--- config.mk ---
export PLATFORM = sky130hd
export DESIGN_NAME = least_loaded_ring_selector
export DESIGN_NICKNAME = d
export VERILOG_FILES = /design/src/sv/lls_pkg.sv /design/src/sv/lls_neigh.sv /design/src/sv/lls_pick.sv /design/src/sv/least_loaded_ring_selector.sv
export SDC_FILE = /design/constraint.sdc
export NUM_CORES = 1
export LEC_CHECK = 0
export BUFFER_PORTS_ARGS = -buffer_cell sky130_fd_sc_hd__buf_2
export CAP_MARGIN = 20
export CORE_ASPECT_RATIO = 2
export CORE_MARGIN = 5
export CORE_UTILIZATION = 43
export DETAILED_ROUTE_END_ITERATION = 8
export SYNTH_ARGS = -nofsm -noshare
export SYNTH_HDL_FRONTEND = slang
export SYNTH_SLANG_ARGS = --single-unit
--- constraint.sdc ---
create_clock -name clk -period 13.8 [get_ports clk]
set_clock_uncertainty 0.1 [all_clocks]
set_input_delay 2.07 -clock clk [delete_from_list [all_inputs] [get_ports clk]]
set_output_delay 2.07 -clock clk [all_outputs]
set_load 0.01 [all_outputs]
--- src/sv/lls_pkg.sv ---
// ----------------------------------------------------------------------------
// Least-loaded ring selector: package
// Widths, ring orders, command and status codes shared by the block.
// ----------------------------------------------------------------------------
package lls_pkg;

  localparam int RING_COUNT = 4;
  localparam int MAX_NODES  = 8;
  localparam int RING_W     = 2;
  localparam int RANK_W     = 3;
  localparam int NODE_CNT_W = 4;
  localparam int IDX_W      = $clog2(MAX_NODES);
  localparam int COUNT_W    = 29;
  localparam int LOAD_W     = 31;
  localparam int WEIGHT_W   = 33;
  localparam int WIDE_W     = 4;

  localparam logic [WEIGHT_W-1:0] LOAD_LIMIT = WEIGHT_W'(1) << 30;

  typedef logic [RANK_W-1:0]   rank_t;
  typedef logic [RING_W-1:0]   ring_t;
  typedef logic [LOAD_W-1:0]   load_t;
  typedef logic [COUNT_W-1:0]  count_t;

  localparam rank_t RING_ORDER [RING_COUNT][MAX_NODES] = '{
    '{3'd0, 3'd3, 3'd2, 3'd1, 3'd5, 3'd6, 3'd7, 3'd4},
    '{3'd0, 3'd4, 3'd7, 3'd6, 3'd5, 3'd1, 3'd2, 3'd3},
    '{3'd0, 3'd2, 3'd6, 3'd4, 3'd5, 3'd7, 3'd3, 3'd1},
    '{3'd0, 3'd1, 3'd3, 3'd7, 3'd5, 3'd4, 3'd6, 3'd2}
  };

  typedef enum logic [0:0] {
    CMD_PICK    = 1'b0,
    CMD_RELEASE = 1'b1
  } cmd_t;

  typedef enum logic [1:0] {
    ST_OK        = 2'd0,
    ST_NO_RING   = 2'd1,
    ST_UNDERFLOW = 2'd2
  } status_t;

  typedef enum logic [1:0] {
    CFG_LOCAL_RANK   = 2'd0,
    CFG_NODE_COUNT   = 2'd1,
    CFG_RING_IS_WIDE = 2'd2
  } cfg_idx_t;

  typedef struct packed {
    rank_t prev;
    rank_t next;
  } neigh_t;

  typedef struct packed {
    logic  found;
    ring_t ring;
  } pick_t;

endpackage

--- src/sv/lls_neigh.sv ---
// ----------------------------------------------------------------------------
// Least-loaded ring selector: neighbour lookup
// Finds the local node's previous and next rank in every ring order.
// ----------------------------------------------------------------------------
module lls_neigh
  import lls_pkg::*;
(
  input  rank_t                 local_rank,
  input  logic [NODE_CNT_W-1:0] node_count,
  output neigh_t                neigh [RING_COUNT]
);

  always_comb begin
    logic [NODE_CNT_W-1:0] n;
    logic [IDX_W-1:0]      last;
    logic [IDX_W-1:0]      pi;
    logic [IDX_W-1:0]      ni;
    n    = (node_count > NODE_CNT_W'(MAX_NODES)) ? NODE_CNT_W'(MAX_NODES) : node_count;
    last = IDX_W'(n - NODE_CNT_W'(1));
    for (int r = 0; r < RING_COUNT; r++) begin
      neigh[r] = '0;
      // later matches overwrite earlier ones
      for (int j = 0; j < MAX_NODES; j++) begin
        pi = (j == 0) ? last : IDX_W'(j - 1);
        ni = (NODE_CNT_W'(j + 1) == n) ? '0 : IDX_W'(j + 1);
        if ((NODE_CNT_W'(j) < n) && (RING_ORDER[r][j] == local_rank)) begin
          neigh[r].prev = RING_ORDER[r][pi];
          neigh[r].next = RING_ORDER[r][ni];
        end
      end
    end
  end

endmodule

--- src/sv/lls_pick.sv ---
// ----------------------------------------------------------------------------
// Least-loaded ring selector: weighted pick
// Weighs each ring's load plus the request and picks the lightest one.
// ----------------------------------------------------------------------------
module lls_pick
  import lls_pkg::*;
(
  input  load_t              ring_load [RING_COUNT],
  input  count_t             count,
  input  logic [WIDE_W-1:0]  ring_is_wide,
  output pick_t              pick
);

  always_comb begin
    logic [WEIGHT_W-1:0] best;
    logic [WEIGHT_W-1:0] after;
    best = LOAD_LIMIT;
    pick = '0;
    for (int r = 0; r < RING_COUNT; r++) begin
      after = WEIGHT_W'(ring_load[r]) + WEIGHT_W'(count);
      // narrow rings count double
      if ((r >= WIDE_W) || !ring_is_wide[r % WIDE_W]) begin
        after = after << 1;
      end
      // strict compare keeps the lowest ring on a tie
      if (after < best) begin
        best       = after;
        pick.found = 1'b1;
        pick.ring  = RING_W'(r);
      end
    end
  end

endmodule

--- src/sv/least_loaded_ring_selector.sv ---
// ----------------------------------------------------------------------------
// Least-loaded ring selector
// Tracks outstanding load on four rings; picks or releases load per request.
// ----------------------------------------------------------------------------
// Requests arrive on the s_ stream: tuser is the command (pick or release),
// tdata carries the element count and, for a release, the ring number.
// Each transaction yields exactly one m_ transaction: the chosen ring with
// the local node's neighbours in tdata and a status code in tuser.
// A request sits in the input register, where the weighted compare of all
// four rings and the load update run; the result register follows.
// One request is taken every cycle while the receiver does not stall,
// bounded by the single load-update path per cycle.
// When the receiver stalls, the result holds in the output register and the
// input register still takes one more request; further requests wait.
// Synchronous reset clears all loads, both stage valids and sets local_rank
// to 0, node_count to 8 and ring_is_wide to 3. The cfg_ port writes one
// register per cycle with cfg_we; write it only while the block is idle.
// ----------------------------------------------------------------------------
module least_loaded_ring_selector
  import lls_pkg::*;
(
  input  logic        clk,
  input  logic        rst,
  input  logic        s_tvalid,
  output logic        s_tready,
  input  logic [31:0] s_tdata,   // [28:0] element_count, [30:29] release_ring
  input  logic [0:0]  s_tuser,   // [0] command
  output logic        m_tvalid,
  input  logic        m_tready,
  output logic [7:0]  m_tdata,   // [1:0] chosen_ring, [4:2] previous_node, [7:5] next_node
  output logic [1:0]  m_tuser,   // [1:0] status
  input  logic        cfg_we,
  input  logic [1:0]  cfg_index,
  input  logic [3:0]  cfg_data
);

  rank_t                 local_rank;
  logic [NODE_CNT_W-1:0] node_count;
  logic [WIDE_W-1:0]     ring_is_wide;

  load_t   ring_load      [RING_COUNT];
  load_t   ring_load_next [RING_COUNT];

  logic    in_valid;
  cmd_t    in_cmd;
  count_t  in_count;
  ring_t   in_rel;

  logic    advance;
  pick_t   pick;
  neigh_t  neigh [RING_COUNT];

  ring_t   chosen;
  rank_t   prev_node;
  rank_t   next_node;
  status_t status;

  assign advance  = in_valid && (!m_tvalid || m_tready);
  assign s_tready = !in_valid || advance;

  lls_pick u_pick (
    .ring_load    (ring_load),
    .count        (in_count),
    .ring_is_wide (ring_is_wide),
    .pick         (pick)
  );

  lls_neigh u_neigh (
    .local_rank (local_rank),
    .node_count (node_count),
    .neigh      (neigh)
  );

  always_comb begin
    ring_load_next = ring_load;
    chosen         = '0;
    prev_node      = '0;
    next_node      = '0;
    status         = ST_OK;
    if (in_cmd == CMD_PICK) begin
      if (pick.found) begin
        ring_load_next[pick.ring] = ring_load[pick.ring] + LOAD_W'(in_count);
        chosen    = pick.ring;
        prev_node = neigh[pick.ring].prev;
        next_node = neigh[pick.ring].next;
      end else begin
        status = ST_NO_RING;
      end
    end else begin
      chosen    = in_rel;
      prev_node = neigh[in_rel].prev;
      next_node = neigh[in_rel].next;
      // clamp at zero on underflow
      if (LOAD_W'(in_count) > ring_load[in_rel]) begin
        ring_load_next[in_rel] = '0;
        status                 = ST_UNDERFLOW;
      end else begin
        ring_load_next[in_rel] = ring_load[in_rel] - LOAD_W'(in_count);
      end
    end
  end

  always_ff @(posedge clk) begin
    if (rst) begin
      local_rank   <= '0;
      node_count   <= NODE_CNT_W'(MAX_NODES);
      ring_is_wide <= WIDE_W'(3);
    end else if (cfg_we) begin
      case (cfg_index)
        CFG_LOCAL_RANK:   local_rank   <= cfg_data[RANK_W-1:0];
        CFG_NODE_COUNT:   node_count   <= cfg_data[NODE_CNT_W-1:0];
        CFG_RING_IS_WIDE: ring_is_wide <= cfg_data[WIDE_W-1:0];
        default: ;
      endcase
    end
  end

  always_ff @(posedge clk) begin
    if (rst) begin
      for (int r = 0; r < RING_COUNT; r++) begin
        ring_load[r] <= '0;
      end
    end else if (advance) begin
      ring_load <= ring_load_next;
    end
  end

  always_ff @(posedge clk) begin
    if (rst) begin
      in_valid <= 1'b0;
    end else if (s_tready) begin
      in_valid <= s_tvalid;
    end
  end

  always_ff @(posedge clk) begin
    if (s_tvalid && s_tready) begin
      in_cmd   <= cmd_t'(s_tuser[0]);
      in_count <= s_tdata[COUNT_W-1:0];
      in_rel   <= s_tdata[COUNT_W +: RING_W];
    end
  end

  always_ff @(posedge clk) begin
    if (rst) begin
      m_tvalid <= 1'b0;
    end else if (advance) begin
      m_tvalid <= 1'b1;
    end else if (m_tready) begin
      m_tvalid <= 1'b0;
    end
  end

  // hold the result while the receiver stalls
  always_ff @(posedge clk) begin
    if (advance) begin
      m_tdata <= {next_node, prev_node, chosen};
      m_tuser <= status;
    end
  end

endmodule

### Yosys cells after proc, flatten, opt, wreduce, memory -nomap -nowiden

Memory sizes are Yosys's and may differ from the RTL's.
Cells that the tools add are included.

* add/sub/neg operators: 7
* magnitude comparators: 26
* equality and inequality tests: 16
* mux-type cells: 147
* bitwise logic cells: 12
* reduce and logical (&&, ||, !) cells: 42

Operators by type and width (count)
* $mux 124: 3
* $bwmux 124: 2
* $mux 33: 7
* $mux 3: 76
* $mux 6: 36
* $mux 31: 6
* $add 31x29->32: 4
* $and 124x124->124: 1
* $bmux 31 s2: 2
* $demux 31 s2: 2
* $not 124->124: 1
* $lt 33x33->1: 3
* $lt 33x31->1 const B: 1
* $ge 4x4->1 const B: 8
* $not 3->4: 8
* $add 31x29->31: 1
* $gt 29x31->1: 1
* $sub 31x29->31: 1
* $logic_and 1x1->1: 30
* $bmux 6 s2: 2
* $eq 3x4->1 const A: 4
* $lt 3x4->1 const A: 4
* $eq 3x3->1 const A: 4
* $mux 2: 6
* other kinds (21): 37

* flip-flop bits (word level): 179
* bits in read-only memories: 768
* input bits: 44
* output and inout port bits: 12
* logic and storage cells: 296
* memories kept: 32

Memories
* (name not given): words 8, width 3, rd ports 1, clocked after memory_dff 0, wr ports 0, RTL line lls_neigh.sv:28 `neigh[r].next = RING_ORDER[r][ni];`
* (name not given): words 8, width 3, rd ports 1, clocked after memory_dff 0, wr ports 0, RTL line lls_neigh.sv:28
* (name not given): words 8, width 3, rd ports 1, clocked after memory_dff 0, wr ports 0, RTL line lls_neigh.sv:28
* (name not given): words 8, width 3, rd ports 1, clocked after memory_dff 0, wr ports 0, RTL line lls_neigh.sv:28
* (name not given): words 8, width 3, rd ports 1, clocked after memory_dff 0, wr ports 0, RTL line lls_neigh.sv:28
* (name not given): words 8, width 3, rd ports 1, clocked after memory_dff 0, wr ports 0, RTL line lls_neigh.sv:27 `neigh[r].prev = RING_ORDER[r][pi];`
* +26 memories

### Depth between registers and ports, before layout

* word-level depth: 21
* mapped depth: 68
* gate-level depth less buffers: 61

### Cells and area by module

Synthesis repeated with hierarchy kept, for this count alone.

* cells, all modules: 2917
* area total of the unflattened synthesis: 24106.9 µm²

Modules (own cells, without submodules)
* least_loaded_ring_selector: times used 1, cells an instance 1267, area an instance 12129.1 µm², seq. area each 4003.8 µm²
* lls_pick: times used 1, cells an instance 1474, area an instance 10759.1 µm², seq. area each 0.0 µm²
* lls_neigh: times used 1, cells an instance 176, area an instance 1218.7 µm², seq. area each 0.0 µm²

### Least setup slack after synthesis

Ideal clock, no wire load.

* path kind: reg2reg
* start point: register in_count[0]
* end point: register ring_load[61] in the netlist's numbering
* library setup time: 0.101 ns
* arrival: 13.305 ns
* data required time: 13.599 ns
* slack: 0.294 ns
* stages on the path, launching flop included: 63
* buffers on the path: 9
* clock period less this slack: 13.506 ns
* path through: edfxtp_1 -> ha_1 -> fa_1 -> a21oi_1 -> o211ai_2 -> a211oi_2 -> or3_1 -> nand2_1 -> a211oi_4 -> and2_1 -> o21ai_1 -> inv_1 -> clkbuf_1 -> buf_1 -> nand2_1 -> ha_1 -> nand4_1 -> nor4_1 -> [... 27 more ...] -> nor3_2 -> buf_2 -> buf_1 -> nand2_1 -> o21ai_0 -> ha_1 -> a21o_1 -> a21o_1 -> a21o_1 -> a221o_1 -> a31o_2 -> a31o_2 -> a221o_1 -> nand2_1 -> xnor2_1 -> nand2_1 -> o31a_1 -> o41ai_1

* cells in the longest elaborated chain, start to end: 18
* elaborated cells on any way between the ends: 38
* those cells by class: add/sub (6); order compare (7); mux (21); bitwise (1); reduce/logical (3)

Ends and longest elaborated chain
* start, declared: RTL line least_loaded_ring_selector.sv:46 `count_t in_count;`
* start signal, assigned: RTL line least_loaded_ring_selector.sv:139 `in_count <= s_tdata[COUNT_W-1:0];`
* $add 31x29->32: RTL line lls_pick.sv:20 `after = WEIGHT_W'(ring_load[r]) + WEIGHT_W'(count);`
* $mux 33: RTL line lls_pick.sv:22 `if ((r >= WIDE_W) || !ring_is_wide[r % WIDE_W]) begin`
* $lt 33x31->1: RTL line lls_pick.sv:26 `if (after < best) begin`
* $mux 33: RTL line lls_pick.sv:26
* $lt 33x33->1: RTL line lls_pick.sv:26
* $mux 33: RTL line lls_pick.sv:26
* $lt 33x33->1: RTL line lls_pick.sv:26
* $mux 33: RTL line lls_pick.sv:26
* [... 2 more ...]
* $not 2->3 (implied by the code): RTL line least_loaded_ring_selector.sv:82 `ring_load_next[pick.ring] = ring_load[pick.ring] + LOAD_W'(in_count);`
* $bmux 31 s2 (tied with other cells): RTL line least_loaded_ring_selector.sv:82
* $mux 31 (implied by the code) or $logic_and 1x1->1 (tied branches): RTL line least_loaded_ring_selector.sv:82
* $mux 31 (implied by the code): RTL line least_loaded_ring_selector.sv:82
* $add 31x29->31 or $demux 31 s2 (tied branches): RTL line least_loaded_ring_selector.sv:82
* $bwmux 124: RTL line least_loaded_ring_selector.sv:82
* $mux 124: RTL line least_loaded_ring_selector.sv:81 `if (pick.found) begin`
* $mux 124: RTL line least_loaded_ring_selector.sv:80 `if (in_cmd == CMD_PICK) begin`
* end signal, assigned: RTL line least_loaded_ring_selector.sv:124 `ring_load <= ring_load_next;`
* end, declared: RTL line least_loaded_ring_selector.sv:41 `load_t ring_load [RING_COUNT];`

Several ways; a longest one is shown, not always the timed one. The select of a mux whose other input is x is not followed.
A chain may end at the register's enable or synchronous reset.

### Worst setup path in the final report

* start point: register in_count[0]
* end point: register ring_load[123] in the netlist's numbering

Same word-level chain as after synthesis.

==> results.toml <==
[outcome]
outcome = "completed"

[sta]
slew_headroom_pct = 23.32
hold_slack_ns = 0.4084
drv_slew = 0
setup_viol = 0
fin_crit_ns = 13.59
post-route-period-util_pct = 98.45
rsz0062_at_grt = "yes"
final-hold-violation-count = 0
tightest_slew_ns = 1.146
max_clock_freq_mhz = 73.61

[clock_tree]
cts_tree = "built"
cts_hold_buf = 0
cts.htree.levels = 4
clock-sinks = 179
clkLatencyLatePin_ns = 0.48
numCtsBuffers = 17
cts_buffer_depth = 2
clkTransAtPathRegs_ns = 0.07
cts_root_buf = "clkbuf_16"

[grt]
overflow = 0
grt_max_degree = 59
grt_pass1_wl_um = 163700
grt_pass1_vias = 27420
globalRouteTotalUtil_pct = 35.92
antenna_found_initial = 3

[synthesis]
synth_common_cells = "nor2_1, ha_1, nand2_1, a21oi_1, o21ai_0"
synth_top_area_share_pct = 15.12
synthFlopType = "dfxtp_1"
post_synth_fa_ha_maj_area_fraction_pct = 15.68
yosysMostFrequentCell = "nor2_1"
synth_top_family_by_area = "compound AO/OA/AOI/OAI gates"
synth-seq-cells = 179
seq_area_frac_synth_pct = 17.10
synth.avg_cell_area_sq_um = 7.808
muxShareOfSynthArea_pct = 9.570
async_flop_share_pct = 0
synth_area_leaders = "ha_1, dfxtp_1, edfxtp_1"
netlist_instances = 2999
synth.distinct_cells = 103
synth_edf_count = 42
synth_top_area_cell = "ha_1"
yosys_warnings = 0
synth_compound_area_share_pct = 30.88
synth-simple-area-share_pct = 16.37
yosys.area_share.xor_xnor_pct = 5.873
synth_area_sq_um = 23410

[floorplan]
start_util_pct = 43.20
core_sq_um = 54200
io_pins = 56
num_rows = 121
die_y_um = 340.0
dieWidth_um = 175.0
dieArea_sq_um = 59500

[setup_path]
endpoint_kind = "flip-flop"
r2r_cells = 75
path_depth = 75
required_ns = 14.06
critPathMaxFanout = 11
start_kind = "flip-flop"
critical_path_class = "reg2reg"
crit_top_cell = "buf_4"
path_delay_family = "compound AO/OA/AOI/OAI gates"
cp.buffers_inverters = 21
critical_path_arrival_ns = 13.85
critPathMaxStageDelay_ns = 0.47
slowest_stage = "edfxtp_1"

[pwr]
internal_power_mw = 1.792
leakagePower_nw = 13.74
ir_drop_mv = 0.09590
switching_share_pct = 46.11
comb_power_share_pct = 65.2
switching_power_mw = 1.534
seq_power_share_pct = 18.1
power-per-cell-area_nw_per_um2 = 110.1
clkPwrFrac_pct = 16.7

[drt]
postRouteAntennaNets = 0
drt_iter0_drc = 2361
first_pass_iters = 7
avgRoutedWirePerCell_um = 26.47
route.detailed.drc = 0
vias = 27140
wl_um = 110900
via_per_inst = 6.476

[worst_hold_path]
holdCritPathClass = "reg2reg"
min_path_cells = 2

[placed_design]
portBuffers = 54
hpwl_um = 84520
gp_routability_congestion = 1.011

[layout]
fillers = 5101
fin_nets = 3834
post-route-util_pct = 55.73
drive_gt1_share_pct = 27.09
area_delta_synth_final_pct = 28.99

[flow_run]
drv_cap = 0
[path summary, 6_finish.rpt]
path,startpoint,endpoint,slack (ns)
worst max-delay path,in_count[0]$_DFFE_PP_,ring_load[123]$_SDFFE_PP0P_,0.21
worst min-delay path,node_count[0]$_SDFFE_PP0P_,node_count[0]$_SDFFE_PP0P_,0.41
worst max register to register,in_count[0]$_DFFE_PP_,ring_load[123]$_SDFFE_PP0P_,0.21
worst min register to register,node_count[0]$_SDFFE_PP0P_,node_count[0]$_SDFFE_PP0P_,0.41
[power groups by stage]
stage               clock network (mW)  logic (mW)  registers [mW]
floorplan                            0        1.08           0.599
global placement                     0        1.85           0.610
detailed placement                   0        1.88           0.610
CTS                              0.559        2.02           0.599
global route                     0.579        2.31           0.602
finish                           0.557        2.17           0.601
[sequential cells by signal, indices dropped and copies added (netlist names)]
name          cells
in_cmd            1
in_count         29
in_rel            2
in_valid          1
local_rank        3
m_tdata           8
m_tuser           2
m_tvalid          1
node_count        4
ring_is_wide      4
ring_load       124
[worst min-delay path: stages, from the launching register on]
cell and delay, ns:
dfxtp_1 0.33, mux2i_1 0.07, nor2_1 0.08
[stage by stage]
step	power [mW]	std cells	setup WS, ns	setup TNS (ns)	instance area, sq um
floorplan	1.677	3000	0.2940	0	23420
detailed placement	2.492	4106	-1.567	-74.21	28010
global placement	2.462	4106	-1.510	-70.58	28010
CTS	3.176	4162	0.003055	0	29350
global route	3.488	4191	-0.2361	-3.645	30200
finish	3.326	4191	0.2140	0	30200
[metal layers]
metal  routed length, um  part of all wire, %  track usage (%)  vias to the layer above
met4               11500                   10            28.97                        2
met3                7031                  6.3            5.289                      575
met2               54940                   50            64.41                     1394
met5                  13                0.012                0                        -
met1               37460                   34            36.64                    12920
li1                    -                    -                -                    12260
[final cells by class]
cell class	instances	area [sq um]	share of cell area (%)
multi-input cells	2556	19330	64.00
repair buffers	630	4937	16.35
flip-flops and latches	179	4004	13.26
well taps	676	845.8	2.800
clock buffers	21	493.0	1.632
inverters	117	454.2	1.504
clock inverters	11	135.1	0.4474
diodes	1	2.502	0.008285
[placed cells by master (no fill, tap or decap), drive strengths merged, types with 32 or more instances in the layout]
cell / Yosys / layout
a211oi: 41 / 41
a21o: 109 / 109
a21oi: 231 / 231
a22oi: 93 / 93
buf: 55 / 628
dfxtp: 137 / 137
edfxtp: 42 / 42
ha: 283 / 283
inv: 115 / 121
mux2: 53 / 53
mux2i: 82 / 82
mux4: 36 / 36
nand2: 277 / 277
nand3: 45 / 45
nand4: 32 / 32
nor2: 286 / 286
nor3: 54 / 54
o21a: 38 / 38
o21ai: 219 / 219
o22ai: 114 / 114
xnor2: 91 / 91
xor2: 66 / 66
[what timing repair did]
action,in CTS,in global routing
gates resized for setup,94,141
pin swaps,32,101
setup endpoints to repair,92,85
buffers inserted,22,36
gates cloned,2,2
[cell families after synthesis]
logic type	count (synthesis)
flops	179
mux	171
buf+inv	265
compound gates	1090
xor+xnor	157
fa+ha+maj	290
simple gates	846
other cells	1
(Power assumes the default switching activity.)
